File: src/design/mhlt_pkg.sv
// Shared types and constants for the mail header line tokenizer.
`timescale 1ns / 1ps
`default_nettype none

package mhlt_pkg;

  // Largest header block in bytes; a kept byte at this offset overflows.
  localparam int MAX_HEADER_BYTES = 4096;
  // Offset of a kept byte, and the position counter that can also hold the limit.
  localparam int SPAN_W = $clog2(MAX_HEADER_BYTES);
  localparam int POS_W  = SPAN_W + 1;

  // Result field widths.
  localparam int KIND_W  = 3;
  localparam int START_W = 12;
  localparam int LEN_W   = 13;
  localparam int DATA_W  = 8;
  localparam int TDATA_W = 56;

  // Result kinds.
  localparam logic [KIND_W-1:0] KIND_START    = 3'd0;
  localparam logic [KIND_W-1:0] KIND_PAIR     = 3'd1;
  localparam logic [KIND_W-1:0] KIND_NAMELESS = 3'd2;
  localparam logic [KIND_W-1:0] KIND_END      = 3'd3;
  localparam logic [KIND_W-1:0] KIND_TRUNC    = 3'd4;
  localparam logic [KIND_W-1:0] KIND_OVERFLOW = 3'd5;

  // Byte codes of interest.
  localparam logic [DATA_W-1:0] CHAR_CR    = 8'h0D;
  localparam logic [DATA_W-1:0] CHAR_LF    = 8'h0A;
  localparam logic [DATA_W-1:0] CHAR_COLON = 8'h3A;
  localparam logic [DATA_W-1:0] CHAR_SP    = 8'h20;
  localparam logic [DATA_W-1:0] CHAR_TAB   = 8'h09;
  localparam logic [DATA_W-1:0] CHAR_VT    = 8'h0B;
  localparam logic [DATA_W-1:0] CHAR_FF    = 8'h0C;

  // Token queue between the classifier and the line tracker.
  localparam int QUEUE_DEPTH = 4;
  localparam int QPTR_W      = $clog2(QUEUE_DEPTH);
  localparam int QCNT_W      = QPTR_W + 1;

  // One classified input beat.
  typedef struct packed {
    logic stream_end;
    logic is_lf;
    logic is_cr;
    logic is_colon;
    logic is_space;
  } token_t;

  // Head of the token queue as seen by the line tracker.
  typedef struct packed {
    logic   valid;
    token_t tok;
  } queue_head_t;

endpackage

`default_nettype wire

File: src/design/mail_header_line_tokenizer_unit.sv
// Top level of the mail header line tokenizer.
//
// Input stream: one header byte per beat in s_tdata; s_tlast marks that the
// source ran out before the header end (the byte is then ignored and a
// truncated result follows). Output stream: at most one result per input
// beat, with the result kind in m_tuser and the span offsets and lengths in
// m_tdata. Results come out in input order.
// Throughput is one byte per cycle: a classifier feeds a four-entry token
// queue, and a line tracker takes one token per cycle whenever its result
// register is empty or being drained. Each byte is registered in the token
// queue, and its result in the result register.
// When the receiver stalls, the result is held and the tracker stops; the
// queue absorbs up to four more bytes before s_tready drops.
// A synchronous reset empties the queue and the result register and re-arms
// the tracker (leading line breaks skipped, next kept byte at offset zero).
// The tracker re-arms by itself after end of headers, truncation or an
// offset overflow.
`timescale 1ns / 1ps
`default_nettype none

module mail_header_line_tokenizer_unit (
  input  wire logic                          clk,
  input  wire logic                          rst,
  input  wire logic                          s_tvalid,
  output logic                               s_tready,
  input  wire logic [mhlt_pkg::DATA_W-1:0]   s_tdata,  // [7:0] data_byte
  input  wire logic                          s_tlast,  // stream_end
  output logic                               m_tvalid,
  input  wire logic                          m_tready,
  output logic [mhlt_pkg::TDATA_W-1:0]       m_tdata,  // [11:0] name_start, [24:12] name_length,
                                                       // [36:25] value_start,
                                                       // [49:37] value_length, rest zero
  output logic [mhlt_pkg::KIND_W-1:0]        m_tuser   // [2:0] kind
);

  mhlt_pkg::token_t                  tok;
  mhlt_pkg::queue_head_t             head;
  logic                              full;
  logic                              pop;
  logic [mhlt_pkg::START_W-1:0]      name_start;
  logic [mhlt_pkg::LEN_W-1:0]        name_length;
  logic [mhlt_pkg::START_W-1:0]      value_start;
  logic [mhlt_pkg::LEN_W-1:0]        value_length;

  assign s_tready = !full;

  // Byte classifier.
  mhlt_front u_front (
    .data_byte  (s_tdata),
    .stream_end (s_tlast),
    .tok        (tok)
  );

  // Token queue.
  mhlt_queue u_queue (
    .clk      (clk),
    .rst      (rst),
    .push     (s_tvalid),
    .push_tok (tok),
    .full     (full),
    .pop      (pop),
    .head     (head)
  );

  // Line tracker and result register.
  mhlt_back u_back (
    .clk              (clk),
    .rst              (rst),
    .head             (head),
    .pop              (pop),
    .res_valid        (m_tvalid),
    .res_ready        (m_tready),
    .res_kind         (m_tuser),
    .res_name_start   (name_start),
    .res_name_length  (name_length),
    .res_value_start  (value_start),
    .res_value_length (value_length)
  );

  // Pack the result spans, lowest field first.
  assign m_tdata = {6'd0, value_length, value_start, name_length, name_start};

  // The tracker never consumes a token while a result is stuck at the output.
  assert property (@(posedge clk) disable iff (rst) (m_tvalid && !m_tready) |-> !pop)
    else $error("token taken while result stalled");

  // A token is only consumed when the queue holds one.
  assert property (@(posedge clk) disable iff (rst) pop |-> head.valid)
    else $error("pop from empty token queue");

  // Block-level results carry no spans.
  assert property (@(posedge clk) disable iff (rst)
    (m_tvalid && (m_tuser == mhlt_pkg::KIND_END || m_tuser == mhlt_pkg::KIND_TRUNC ||
                  m_tuser == mhlt_pkg::KIND_OVERFLOW)) |-> (m_tdata == '0))
    else $error("nonzero span on end, truncated or overflow result");

  // A stall holds off a new result: the valid flag does not drop without a take.
  assert property (@(posedge clk) disable iff (rst)
    (m_tvalid && !m_tready) |=> m_tvalid)
    else $error("result lost during stall");

endmodule

`default_nettype wire

File: src/design/mhlt_front.sv
// Front end: classifies each incoming byte into a compact token.
`timescale 1ns / 1ps
`default_nettype none

module mhlt_front (
  input  wire logic [mhlt_pkg::DATA_W-1:0] data_byte,
  input  wire logic                        stream_end,
  output mhlt_pkg::token_t                 tok
);

  // Byte classes used by the line tracker; the byte itself is not needed later.
  always_comb begin
    tok.stream_end = stream_end;
    tok.is_lf      = (data_byte == mhlt_pkg::CHAR_LF);
    tok.is_cr      = (data_byte == mhlt_pkg::CHAR_CR);
    tok.is_colon   = (data_byte == mhlt_pkg::CHAR_COLON);
    tok.is_space   = (data_byte == mhlt_pkg::CHAR_SP) || (data_byte == mhlt_pkg::CHAR_TAB) ||
                     (data_byte == mhlt_pkg::CHAR_CR) || (data_byte == mhlt_pkg::CHAR_LF) ||
                     (data_byte == mhlt_pkg::CHAR_VT) || (data_byte == mhlt_pkg::CHAR_FF);
  end

endmodule

`default_nettype wire

File: src/design/mhlt_queue.sv
// Small token queue that decouples the classifier from the line tracker.
`timescale 1ns / 1ps
`default_nettype none

module mhlt_queue (
  input  wire logic             clk,
  input  wire logic             rst,
  input  wire logic             push,
  input  wire mhlt_pkg::token_t push_tok,
  output logic                  full,
  input  wire logic             pop,
  output mhlt_pkg::queue_head_t head
);

  mhlt_pkg::token_t                entries [mhlt_pkg::QUEUE_DEPTH];
  logic [mhlt_pkg::QPTR_W-1:0]     wr_ptr;
  logic [mhlt_pkg::QPTR_W-1:0]     rd_ptr;
  logic [mhlt_pkg::QCNT_W-1:0]     count;
  logic                            do_push;
  logic                            do_pop;

  assign full       = (count == mhlt_pkg::QCNT_W'(mhlt_pkg::QUEUE_DEPTH));
  assign head.valid = (count != '0);
  assign head.tok   = entries[rd_ptr];
  assign do_push    = push && !full;
  assign do_pop     = pop && head.valid;

  // Entry storage.
  always_ff @(posedge clk) begin
    if (do_push) begin
      entries[wr_ptr] <= push_tok;
    end
  end

  // Pointers and fill count.
  always_ff @(posedge clk) begin
    if (rst) begin
      wr_ptr <= '0;
      rd_ptr <= '0;
      count  <= '0;
    end else begin
      if (do_push) begin
        wr_ptr <= wr_ptr + 1'b1;
      end
      if (do_pop) begin
        rd_ptr <= rd_ptr + 1'b1;
      end
      case ({do_push, do_pop})
        2'b10:   count <= count + 1'b1;
        2'b01:   count <= count - 1'b1;
        default: count <= count;
      endcase
    end
  end

endmodule

`default_nettype wire

File: src/design/mhlt_back.sv
// Back end: tracks lines and spans from tokens and holds the result register.
`timescale 1ns / 1ps
`default_nettype none

module mhlt_back (
  input  wire logic                         clk,
  input  wire logic                         rst,
  input  wire mhlt_pkg::queue_head_t        head,
  output logic                              pop,
  output logic                              res_valid,
  input  wire logic                         res_ready,
  output logic [mhlt_pkg::KIND_W-1:0]       res_kind,
  output logic [mhlt_pkg::START_W-1:0]      res_name_start,
  output logic [mhlt_pkg::LEN_W-1:0]        res_name_length,
  output logic [mhlt_pkg::START_W-1:0]      res_value_start,
  output logic [mhlt_pkg::LEN_W-1:0]        res_value_length
);

  // Line tracking state.
  logic [mhlt_pkg::POS_W-1:0]  byte_position, byte_position_next;
  logic [1:0]                  newline_run, newline_run_next;
  logic                        skipping_leading, skipping_leading_next;
  logic                        on_first_line, on_first_line_next;
  logic                        colon_seen, colon_seen_next;
  logic [mhlt_pkg::SPAN_W-1:0] name_first, name_first_next;
  logic [mhlt_pkg::SPAN_W-1:0] name_last, name_last_next;
  logic                        name_nonempty, name_nonempty_next;
  logic [mhlt_pkg::SPAN_W-1:0] value_first, value_first_next;
  logic [mhlt_pkg::SPAN_W-1:0] value_last, value_last_next;
  logic                        value_nonempty, value_nonempty_next;

  // Result being formed this cycle.
  logic                         emit;
  logic [mhlt_pkg::KIND_W-1:0]  emit_kind;
  logic                         emit_has_name;
  logic                         emit_has_value;
  logic [mhlt_pkg::SPAN_W-1:0]  emit_vf;
  logic [mhlt_pkg::SPAN_W-1:0]  emit_vl;
  logic [1:0]                   run_inc;
  logic [mhlt_pkg::SPAN_W-1:0]  off;
  mhlt_pkg::token_t             tok;

  // A token is taken whenever the result register is free or being drained.
  assign pop     = head.valid && (!res_valid || res_ready);
  assign tok     = head.tok;
  assign run_inc = newline_run + 2'd1;
  assign off     = byte_position[mhlt_pkg::SPAN_W-1:0];

  // Next state for one token.
  always_comb begin
    byte_position_next    = byte_position;
    newline_run_next      = newline_run;
    skipping_leading_next = skipping_leading;
    on_first_line_next    = on_first_line;
    colon_seen_next       = colon_seen;
    name_first_next       = name_first;
    name_last_next        = name_last;
    name_nonempty_next    = name_nonempty;
    value_first_next      = value_first;
    value_last_next       = value_last;
    value_nonempty_next   = value_nonempty;
    emit                  = 1'b0;
    emit_kind             = mhlt_pkg::KIND_END;
    emit_has_name         = 1'b0;
    emit_has_value        = 1'b0;
    emit_vf               = value_first;
    emit_vl               = value_last;

    if (pop) begin
      if (tok.stream_end) begin
        emit      = 1'b1;
        emit_kind = mhlt_pkg::KIND_TRUNC;
      end else if (skipping_leading && (tok.is_cr || tok.is_lf)) begin
        // Leading line breaks are dropped without taking an offset.
      end else if (byte_position >= mhlt_pkg::POS_W'(mhlt_pkg::MAX_HEADER_BYTES)) begin
        emit      = 1'b1;
        emit_kind = mhlt_pkg::KIND_OVERFLOW;
      end else begin
        skipping_leading_next = 1'b0;
        byte_position_next    = byte_position + 1'b1;
        if (tok.is_lf) begin
          newline_run_next = run_inc;
          if (run_inc >= 2'd2) begin
            emit      = 1'b1;
            emit_kind = mhlt_pkg::KIND_END;
          end else begin
            if (on_first_line) begin
              emit           = 1'b1;
              emit_kind      = mhlt_pkg::KIND_START;
              emit_has_value = name_nonempty;
              emit_vf        = name_first;
              emit_vl        = name_last;
            end else if (colon_seen) begin
              emit           = 1'b1;
              emit_kind      = mhlt_pkg::KIND_PAIR;
              emit_has_name  = name_nonempty;
              emit_has_value = value_nonempty;
            end else if (name_nonempty) begin
              emit           = 1'b1;
              emit_kind      = mhlt_pkg::KIND_NAMELESS;
              emit_has_value = 1'b1;
              emit_vf        = name_first;
              emit_vl        = name_last;
            end
            on_first_line_next  = 1'b0;
            colon_seen_next     = 1'b0;
            name_first_next     = '0;
            name_last_next      = '0;
            name_nonempty_next  = 1'b0;
            value_first_next    = '0;
            value_last_next     = '0;
            value_nonempty_next = 1'b0;
          end
        end else begin
          if (!tok.is_cr) begin
            newline_run_next = 2'd0;
          end
          if (tok.is_colon && !on_first_line && !colon_seen) begin
            colon_seen_next = 1'b1;
          end else if (!tok.is_space) begin
            if (colon_seen) begin
              if (!value_nonempty) begin
                value_first_next    = off;
                value_nonempty_next = 1'b1;
              end
              value_last_next = off;
            end else begin
              if (!name_nonempty) begin
                name_first_next    = off;
                name_nonempty_next = 1'b1;
              end
              name_last_next = off;
            end
          end
        end
      end

      // End of block, truncation and overflow all re-arm the tracker.
      if (emit && (emit_kind == mhlt_pkg::KIND_END || emit_kind == mhlt_pkg::KIND_TRUNC ||
                   emit_kind == mhlt_pkg::KIND_OVERFLOW)) begin
        byte_position_next    = '0;
        newline_run_next      = 2'd0;
        skipping_leading_next = 1'b1;
        on_first_line_next    = 1'b1;
        colon_seen_next       = 1'b0;
        name_first_next       = '0;
        name_last_next        = '0;
        name_nonempty_next    = 1'b0;
        value_first_next      = '0;
        value_last_next       = '0;
        value_nonempty_next   = 1'b0;
      end
    end
  end

  // Tracking state registers.
  always_ff @(posedge clk) begin
    if (rst) begin
      byte_position    <= '0;
      newline_run      <= 2'd0;
      skipping_leading <= 1'b1;
      on_first_line    <= 1'b1;
      colon_seen       <= 1'b0;
      name_first       <= '0;
      name_last        <= '0;
      name_nonempty    <= 1'b0;
      value_first      <= '0;
      value_last       <= '0;
      value_nonempty   <= 1'b0;
    end else begin
      byte_position    <= byte_position_next;
      newline_run      <= newline_run_next;
      skipping_leading <= skipping_leading_next;
      on_first_line    <= on_first_line_next;
      colon_seen       <= colon_seen_next;
      name_first       <= name_first_next;
      name_last        <= name_last_next;
      name_nonempty    <= name_nonempty_next;
      value_first      <= value_first_next;
      value_last       <= value_last_next;
      value_nonempty   <= value_nonempty_next;
    end
  end

  // Result valid flag.
  always_ff @(posedge clk) begin
    if (rst) begin
      res_valid <= 1'b0;
    end else if (emit) begin
      res_valid <= 1'b1;
    end else if (res_ready) begin
      res_valid <= 1'b0;
    end
  end

  // Result payload; unused spans read as zero.
  always_ff @(posedge clk) begin
    if (emit) begin
      res_kind <= emit_kind;
      if (emit_has_name) begin
        res_name_start  <= mhlt_pkg::START_W'(name_first);
        res_name_length <= mhlt_pkg::LEN_W'(name_last) - mhlt_pkg::LEN_W'(name_first)
                           + mhlt_pkg::LEN_W'(1);
      end else begin
        res_name_start  <= '0;
        res_name_length <= '0;
      end
      if (emit_has_value) begin
        res_value_start  <= mhlt_pkg::START_W'(emit_vf);
        res_value_length <= mhlt_pkg::LEN_W'(emit_vl) - mhlt_pkg::LEN_W'(emit_vf)
                            + mhlt_pkg::LEN_W'(1);
      end else begin
        res_value_start  <= '0;
        res_value_length <= '0;
      end
    end
  end

endmodule

`default_nettype wire
File: config.mk
export PLATFORM = sky130hd
export DESIGN_NAME = mail_header_line_tokenizer_unit
export DESIGN_NICKNAME = d
export VERILOG_FILES = /design/src/design/mhlt_pkg.sv /design/src/design/mail_header_line_tokenizer_unit.sv /design/src/design/mhlt_front.sv /design/src/design/mhlt_queue.sv /design/src/design/mhlt_back.sv
export SDC_FILE = /design/constraint.sdc
export NUM_CORES = 1
export LEC_CHECK = 0
export ABC_AREA = 1
export ABC_CLOCK_PERIOD_IN_PS = 7050
export BUFFER_PORTS_ARGS = -buffer_cell sky130_fd_sc_hd__buf_2
export CAP_MARGIN = 20
export CORE_AREA = 2 2 145 133
export DETAILED_ROUTE_END_ITERATION = 7
export DIE_AREA = 0 0 147 135
export PLACE_DENSITY = 0.72
export SLEW_MARGIN = 10
export SYNTH_ARGS = -nofsm -noshare
export SYNTH_HDL_FRONTEND = slang
export SYNTH_HIERARCHICAL = 1
export SYNTH_SLANG_ARGS = --single-unit
export TNS_END_PERCENT = 10
File: constraint.sdc
create_clock -name clk -period 7.05 [get_ports clk]
set_input_delay 1.0575 -clock clk [delete_from_list [all_inputs] [get_ports clk]]
set_output_delay 1.0575 -clock clk [all_outputs]
set_load 0.02 [all_outputs]
==> flow_summary_export.csv <==
group,metric,value,unit
synth,syn_inst,985,
setup_path,cp.buffers_inverters,6,
hold_path,hold_class,"reg2reg",
finish,stdcell_area,9158,µm²
sta,worst_pin_slew,970.6,ps
finish,area_growth,13.49,%
detailed_routing,wire_per_inst,13.81,µm
clocking,cts_sinks,151,
global_routing,grt_pass1_vias,6014,
power_and_ir_drop,total_power,0.004110,W
detailed_routing,dr.first_iter.drc_count,504,
setup_path,cp.arrival,4870,ps
clocking,cts.clk_slew.worst_paths,60,ps
detailed_routing,wirelength,17980,µm
sta,finalCritPeriodShare,66.44,%
synth,synth-async-reset-ratio,0,%
synth,ys.flop_type,"dfxtp_1",
sta,fin_hold_ws,457.6,ps
place,hpwl,13010,µm
place,placed_cells,1270,
setup_path,required,7230,ps
setup_path,cp_cell_sequence,"inv_2, o21ai_1, o22ai_1, nand2_1, nor2_1, nand3_1, nor2_1, nand2_1, o21ai_0, inv_1, ha_1, inv_1, ha_1, nand3_1, nand2_1, inv_1, nor2_1, nor2_1, o21ai_0, inv_1, nor2_1, o21ai_0, inv_1, nor2_1",
sta,slew_violations,0,
setup_path,cp_common_cell,"nor2_1",
synth,ys_seq_elements,151,
global_routing,grt_max_degree,55,
synth,synth_edf_count,73,
setup_path,cp_top_family,"compound AO/OA/AOI/OAI gates",
sta,finalClockSkew,10.86,ps
finish,final_nets,1113,
setup_path,cp_slowest_stage_delay,550,ps
clocking,hold_buffers,0,
detailed_routing,route.detailed.drc,0,
clocking,clockBufferDepth,2,
floorplan,core-area,18230,µm²
finish,finalNonFillerCells,1302,
place,gp_congestion,0.9275,
detailed_routing,viasPerCell,5.057,
synth,seq_area_frac_synth,46.52,%
power_and_ir_drop,ir_worst_vdd,0.2153,mV
job,drv_cap,0,
floorplan,dieArea,19850,µm²
detailed_routing,ant_nets,0,
global_routing,grt_usage,18.67,%
sta,fmax,0.2135,GHz
clocking,cts_setup_buffers,0,
floorplan,die_w,147,µm
clocking,clk_latency,430,ps
global_routing,grt_first_pass_wirelength,29530,µm
power_and_ir_drop,power_density,448.8,nW/µm²
place,port_buffers,67,
place,placed_cell_area,8566,µm²
floorplan,die_h,135,µm
sta,hold_viol,0,
clocking,cts_buffers,17,
finish,fillers,1729,
detailed_routing,vias,6584,
sta,period_needed,4684,ps
setup_path,crit_fanout,35,
hold_path,hp-start,"u_back/byte_position[9]$_SDFFE_PP0P_",
finish,diodes,0,
synth,avgSynthCellArea,8.192,µm²
sta,setup_tns,0,ps
synth,synth-warning-count,6,
floorplan,io_pins,74,
sta,slew_headroom,35.14,%
synth,synthDistinctLibCells,40,
setup_path,end_kind,"flip-flop",
global_routing,grt-ovfl-total,0,
clocking,ctsResizeCount,0,
run_status,status,"finished, final reports clean",
floorplan,fp-row-count,47,
detailed_routing,first_pass_iters,5,
finish,drive_above_1_share,14.00,%
setup_path,cp-start-kind,"flip-flop",
setup_path,crit_slowest_cell,"nand2_1",
clocking,clock-root-buffer,"clkbuf_16",
setup_path,critical_path_class,"reg2reg",
synth,syn_area,8069,µm²
sta,rsz0062_at_grt,"no",
clocking,cts_max_level,4,
floorplan,initial_core_util,44.26,%
sta,setup_viol,0,
power_and_ir_drop,p_leak,3.973,nW
clocking,cts_tree,"done",
global_routing,antenna_found_initial,0,
[power breakdown]
part	internal, W	switching (W)	total (W)
logic	0.000550	0.00134	0.00189
clock network	0.000505	0.000408	0.000912
registers	0.00121	0.0000984	0.00131
total	0.00227	0.00184	0.00411
[synthesized netlist by cell type (4+ instances only)]
cell type	n	area share, %
nand3_2	4	0.50
edfxtp_1	73	27
o21ai_1	15	0.93
inv_1	115	5.3
o21ai_0	37	2.3
clkbuf_1	15	0.70
buf_2	5	0.31
nand3_1	28	1.7
o22ai_1	5	0.39
a21oi_1	76	4.7
dfxtp_1	78	19
nor2_4	11	1.5
nand2_1	186	8.7
nand3_4	5	1.1
nor3_1	8	0.50
inv_2	15	0.70
ha_1	53	8.2
nor2_1	182	8.5
o21a_1	7	0.65
nand4_1	21	1.6
o21bai_1	5	0.47
buf_4	13	1.2
[layout make-up]
type | instances | area [µm²] | area share [%]
flip-flops and latches | 151 | 3754 | 40.99
multi-input cells | 673 | 3645 | 39.80
inverters | 130 | 488.0 | 5.329
clock buffers | 18 | 429.2 | 4.686
repair buffers | 71 | 372.9 | 4.072
well taps | 245 | 306.5 | 3.347
clock inverters | 14 | 162.7 | 1.776
[stage by stage]
stage                     util (%)  setup WS (ps)
final                        50.23           2366
after floorplan                  -           2434
after CTS                    50.23           2424
after global placement       46.90           2281
after detailed placement     46.99           2180
after global routing         50.23           1801
[worst reg2reg max path, stage by stage, from the launching register on]
cell     delay [ps]
dfxtp_1         420
inv_2           210
o21ai_1          90
o22ai_1         450
nand2_1         110
nor2_1          110
nand3_1          90
nor2_1          100
nand2_1         550
o21ai_0         540
inv_1           100
ha_1            300
inv_1            60
ha_1            190
nand3_1          90
nand2_1         130
inv_1            50
nor2_1           80
nor2_1           60
o21ai_0         370
inv_1            80
nor2_1           90
o21ai_0          70
inv_1            60
nor2_1           30
[path summary, 6_finish.rpt]
kind	to	slack (ps)	cells after the start
max	u_back/res_value_length[10]$_SDFFCE_PN0P_	2370	24
min	u_back/byte_position[10]$_SDFFE_PP0P_	460	2
max reg2reg	u_back/res_value_length[10]$_SDFFCE_PN0P_	2370	24
min reg2reg	u_back/byte_position[10]$_SDFFE_PP0P_	460	2
[state kept, by name (all words and copies together), names as in the netlist, 2 cells and up, named ones only]
| signal | flops |
|---|---|
| u_queue/count | 3 |
| u_back/res_name_length | 13 |
| u_back/res_name_start | 12 |
| u_back/value_first | 12 |
| u_queue/rd_ptr | 2 |
| u_back/res_value_start | 12 |
| u_back/res_kind | 3 |
| u_queue/wr_ptr | 2 |
| u_back/res_value_length | 13 |
| u_back/byte_position | 13 |
| u_back/newline_run | 2 |
| u_back/value_last | 12 |
| u_back/name_last | 12 |
| u_back/name_first | 12 |
| u_queue/entries | 20 |
[layer usage]
layer	vias to the layer above	routed length, µm	GRT usage, %
li1	3334	-	-
met1	3045	8526	25.17
met2	179	8209	30.18
met3	26	887	3.480
met4	0	351	6.998
met5	-	0	0
[cells by family (layout without fill, tap and decap cells)]
group / Yosys count / count (layout) / share of synthesized area, %
buffers and inverters: 166 / 233 / 8.683
and+or+nand+nor: 455 / 455 / 25.23
adders and majority gates: 56 / 56 / 8.963
AOI/OAI and AO/OA: 154 / 154 / 10.31
other: 1 / 6 / 0.04647
muxes: 1 / 1 / 0.1395
DFF: 151 / 151 / 46.52
xor gates and xnor gates: 1 / 1 / 0.1086
[cells in the final DEF, fill, tap and decap left out, types with 2 or more instances in the layout]
| master | n |
|---|---|
| nand3_1 | 28 |
| nor3_2 | 2 |
| o22ai_1 | 5 |
| a21oi_1 | 75 |
| nor2_1 | 182 |
| nor2_4 | 11 |
| edfxtp_1 | 73 |
| nand3_4 | 5 |
| o21ai_0 | 37 |
| a21o_1 | 2 |
| inv_8 | 5 |
| clkbuf_16 | 17 |
| buf_2 | 67 |
| o21bai_1 | 5 |
| clkinv_4 | 4 |
| nand2_2 | 2 |
| ha_1 | 53 |
| o211ai_1 | 3 |
| nand3_2 | 4 |
| buf_4 | 3 |
| nor3_1 | 8 |
| fa_1 | 3 |
| conb_1 | 6 |
| nand4_1 | 21 |
| inv_1 | 115 |
| dfxtp_1 | 78 |
| inv_6 | 2 |
| nor2_2 | 2 |
| o21a_1 | 7 |
| inv_2 | 15 |
| o21ai_1 | 15 |
| nand2_1 | 186 |
No activity file was read; power rests on OpenSTA's default activity.
